[config.mk]
export PLATFORM = sky130hd
export DESIGN_NAME = htsg_div
export DESIGN_NICKNAME = d
export VERILOG_FILES = /design/src/htsg_div.sv
export SDC_FILE = /design/constraint.sdc
export NUM_CORES = 2
export LEC_CHECK = 0
export BUFFER_PORTS_ARGS = -buffer_cell sky130_fd_sc_hd__buf_2
export CORE_MARGIN = 8
export CORE_UTILIZATION = 60
export CTS_BUF_LIST = sky130_fd_sc_hd__clkbuf_16
export CTS_CLUSTER_DIAMETER = 60
export CTS_CLUSTER_SIZE = 14
export DETAILED_ROUTE_END_ITERATION = 8
export PLACE_DENSITY = 0.86
export SLEW_MARGIN = 20
export SYNTH_ARGS = -nofsm -noshare
export SYNTH_HDL_FRONTEND = slang
export SYNTH_SLANG_ARGS = --single-unit
[constraint.sdc]
create_clock -name clk -period 7.7 [get_ports clk]
set_input_delay 0.77 -clock clk [delete_from_list [all_inputs] [get_ports clk]]
set_output_delay 0.77 -clock clk [all_outputs]
set_load 0.05 [all_outputs]
[src/htsg_div.sv]
`timescale 1ns / 1ps

module htsg_div #(
    parameter int NW = 37,
    parameter int DW = 25
) (
    input  logic          clk,
    input  logic          en,
    input  logic [NW-1:0] dividend,
    input  logic [DW-1:0] divisor,
    output logic [NW-1:0] quotient,
    output logic [DW-1:0] remainder
);

    logic [DW-1:0] rem_reg [NW];
    logic [NW-1:0] num_reg [NW];
    logic [NW-1:0] quo_reg [NW];

    for (genvar k = 0; k < NW; k++)
    begin : g_stage
        logic [DW-1:0] rem_in;
        logic [NW-1:0] num_in;
        logic [NW-1:0] quo_in;
        logic [DW:0]   trial;
        logic          fits;

        if (k == 0)
        begin : g_first
            assign rem_in = '0;
            assign num_in = dividend;
            assign quo_in = '0;
        end
        else
        begin : g_next
            assign rem_in = rem_reg[k-1];
            assign num_in = num_reg[k-1];
            assign quo_in = quo_reg[k-1];
        end

        assign trial = {rem_in, num_in[NW-1]};
        assign fits  = trial >= {1'b0, divisor};

        always_ff @(posedge clk)
        begin
            if (en)
            begin
                rem_reg[k] <= fits ? DW'(trial - {1'b0, divisor}) : trial[DW-1:0];
                num_reg[k] <= {num_in[NW-2:0], 1'b0};
                quo_reg[k] <= {quo_in[NW-2:0], fits};
            end
        end
    end

    assign quotient  = quo_reg[NW-1];
    assign remainder = rem_reg[NW-1];

endmodule

==> run metrics <==
status=completed; Mapped Area=between 100000 and 150000 um^2; die width=465 um; syn_area_per_cell=~12 um^2; # diodes=0; power density cells=approximately 430 nW/um^2; Routed Antenna Nets=0; Port Buffers=125; Die Area=about 220000 um^2; Fin. Hold Viols=0; number of flip-flops in the largest register=925; FF-to-FF path depth=14; Iteration-0 DRC Markers=7895; First-pass DRT Iterations=6; IO Pins=around 130; Final Non-Filler Cells=~13k; CTS Root Cell=clkbuf_16; Min Clock Period, post-route=~4.9 ns; Netlist cell types=90; Hold Path Stages=1; sequential area share after synthesis=57.0%; Final GP Congestion=0.956; Clock transition at path regs=around 0.060 ns; R2R Path End=rem_reg[1][1]; Initial Utilization=approximately 60%; ratio of final minimum period to clock period=between 60% and 70%; final slew viol count=0; vias in the first global route=roughly 78k; DR WL/cell=roughly 22 um; CTS tree=done; Critical Path AT=between 5 and 6 ns; placed cell count=about 12k; Residual DRC=0; nets=~11k; sequential power share=a little over a third; Switching Share=38.0%; share of post-route cells with drive strength above 1=around 10%; Total GRT Usage=roughly 25%; final-report setup violation count=0; f_max=0.203 GHz; Worst Min Path Start=dividend[5]; CTS max path bufs=3; Leak=50.4 nW; clock sink count=roughly 2.3k; async set-reset flop share out of synthesis=0%; relative max-transition margin=roughly 17%; vias after detailed routing=79.9k; Setup crit start kind=input port; Clk pwr share=about 18%; total wire length=282000 um; die height=between 400 and 500 um; Post-Synthesis Cells=about 9.7k; Core Box Area=roughly 200000 um^2; Setup crit end kind=register; crit path kind=in -> reg; EDFF count, synth=2294; Hold Crit Class=in -> reg; Crit path required time=8.30 ns; Sum Neg Setup Slack=0 ns; # resized after CTS=0; Yosys reg bits=~2.3k; maximum vdd drop=a little over 0.3 mV; switching power=21.8 mW; Crit Reg-Reg Startpoint=num_reg[1][143]; Primary FF master, synth=edfxtp_1; first-pass GRT wire length=about 430000 um; unrepaired setup endpoints after global routing=false; global route total overflow=0; worst reg-to-reg setup slack=a little under 3 ns; H-Tree Depth=4; Fin Clk Skew=~0.045 ns; DP HPWL=196000 um; largest net degree at the start of global routing=approximately 220; Layout area overhead=9.25%; measured slew at the worst slew-check pin=around 1.2 ns; most common cell after layout, fill and taps aside=edfxtp_1; Max-cap violations=0; later-pin clock latency in the skew report=0.88 ns; CTS buffer count=about 210; Rows=164; yosys warns=0; combinational power share=46.0%; initial antenna violation count=7; Max Fanout on Critical Path=32; Mapped Nets=approximately 11k; most frequent cells in the layout=2294 x edfxtp_1, 902 x ha_1, 846 x a21oi_1; Internal=35.5 mW; Hold EP=num_reg[0][5]; vias per cell=between 6 and 7
Yosys cell counts (all sizes together), types with 22 or more instances:
master	count	area (um^2)
a2111oi	25	264
a211o	24	210
a211oi	74	556
a21o	414	3110
a21oi	849	4250
a221oi	23	220
a31oi	91	569
and2	31	194
and3	60	375
and4	22	193
buf	60	295
clkbuf	146	548
edfxtp	2294	68900
fa	36	721
ha	902	11300
inv	313	1170
mux2	375	4290
mux2i	26	260
nand2	655	2460
nand2b	104	651
nand3	142	711
nand4	121	757
nor2	573	2150
nor2b	108	676
nor3	132	661
nor4	40	250
o211ai	44	335
o21a	92	691
o21ai	654	3280
o21bai	127	953
o31ai	34	255
or3	30	188
xnor2	464	4060
xor2	307	2690
metrics by stage:
step | total power [mW] | utilization, % | hold WS, ns | setup slack, ns | area [um^2]
2_1_floorplan | 40.1 | - | 0.400 | 1.78 | 121000
5_1_grt | 60.8 | 66.0 | 0.0376 | 2.64 | 132000
3_5_place_dp | 46.7 | 62.6 | 0.405 | 2.02 | 125000
6_report | 57.3 | 66.0 | 0.0895 | 2.78 | 132000
4_1_cts | 57.1 | 66.0 | 0.0114 | 2.92 | 132000
3_3_place_gp | 45.9 | 62.6 | 0.400 | 2.15 | 125000
power by group through the flow:
| stage | clock, mW | sequential [mW] | combinational [mW] |
|---|---|---|---|
| floorplan | 0 | 20.0 | 20.1 |
| global placement | 0 | 21.1 | 24.8 |
| detailed placement | 0 | 21.1 | 25.7 |
| CTS | 10.3 | 20.9 | 26.0 |
| global route | 10.7 | 21.1 | 29.0 |
| finish | 10.0 | 20.9 | 26.4 |
how the worst max path moves through the flow:
stage / start / to / slack [ns]
detailed placement: divisor[0] / rem_reg[1][1] / 2.02
global route: divisor[0] / rem_reg[3][126] / 2.64
finish: divisor[0] / rem_reg[3][3] / 2.78
floorplan: divisor[1] / rem_reg[0][111] / 1.78
global placement: divisor[0] / rem_reg[1][1] / 2.15
CTS: num_reg[1][143] / rem_reg[1][1] / 2.92
final cells by class:
type / instances / area (um^2)
clock buffer: 212 / 5310
clock inverter: 93 / 1130
fill: 14300 / 67900
inverter: 313 / 1180
multi-input combinational: 6883 / 50100
sequential: 2294 / 68900
tap: 2656 / 3320
timing repair buffer: 270 / 2100
per-layer routing:
metal,wire length [um],vias up,global-route usage (%),share of wire [%]
li1,-,37500,-,-
met1,115000,38300,32.8,41
met2,131000,3283,41.7,47
met3,20900,803,4.20,7.4
met4,15200,0,12.0,5.4
met5,0,-,0,0
worst max-delay path: stages:
cell	delay [ns]
buf_2	0.54
buf_4	0.38
ha_1	0.22
inv_1	0.06
fa_1	0.39
a21o_1	0.17
a21oi_1	0.20
o21bai_1	0.11
o21ai_0	0.60
o221ai_1	0.24
o41ai_1	0.85
o21ai_2	0.28
buf_4	0.33
mux2_2	0.31
logic make-up after synthesis:
kind of cell	after synthesis	synth area share, %
simple gates	2081	8.07
fa+ha+maj	938	9.94
compound gates	2692	14.0
xor+xnor	771	5.59
buf+inv	519	1.67
flops	2294	57.0
mux	401	3.76
timing repair:
item                                   CTS  global route
setup buffers                            0             0
hold buffers                            33             0
endpoints found under the hold margin   33             0
(Power assumes the default switching activity.)
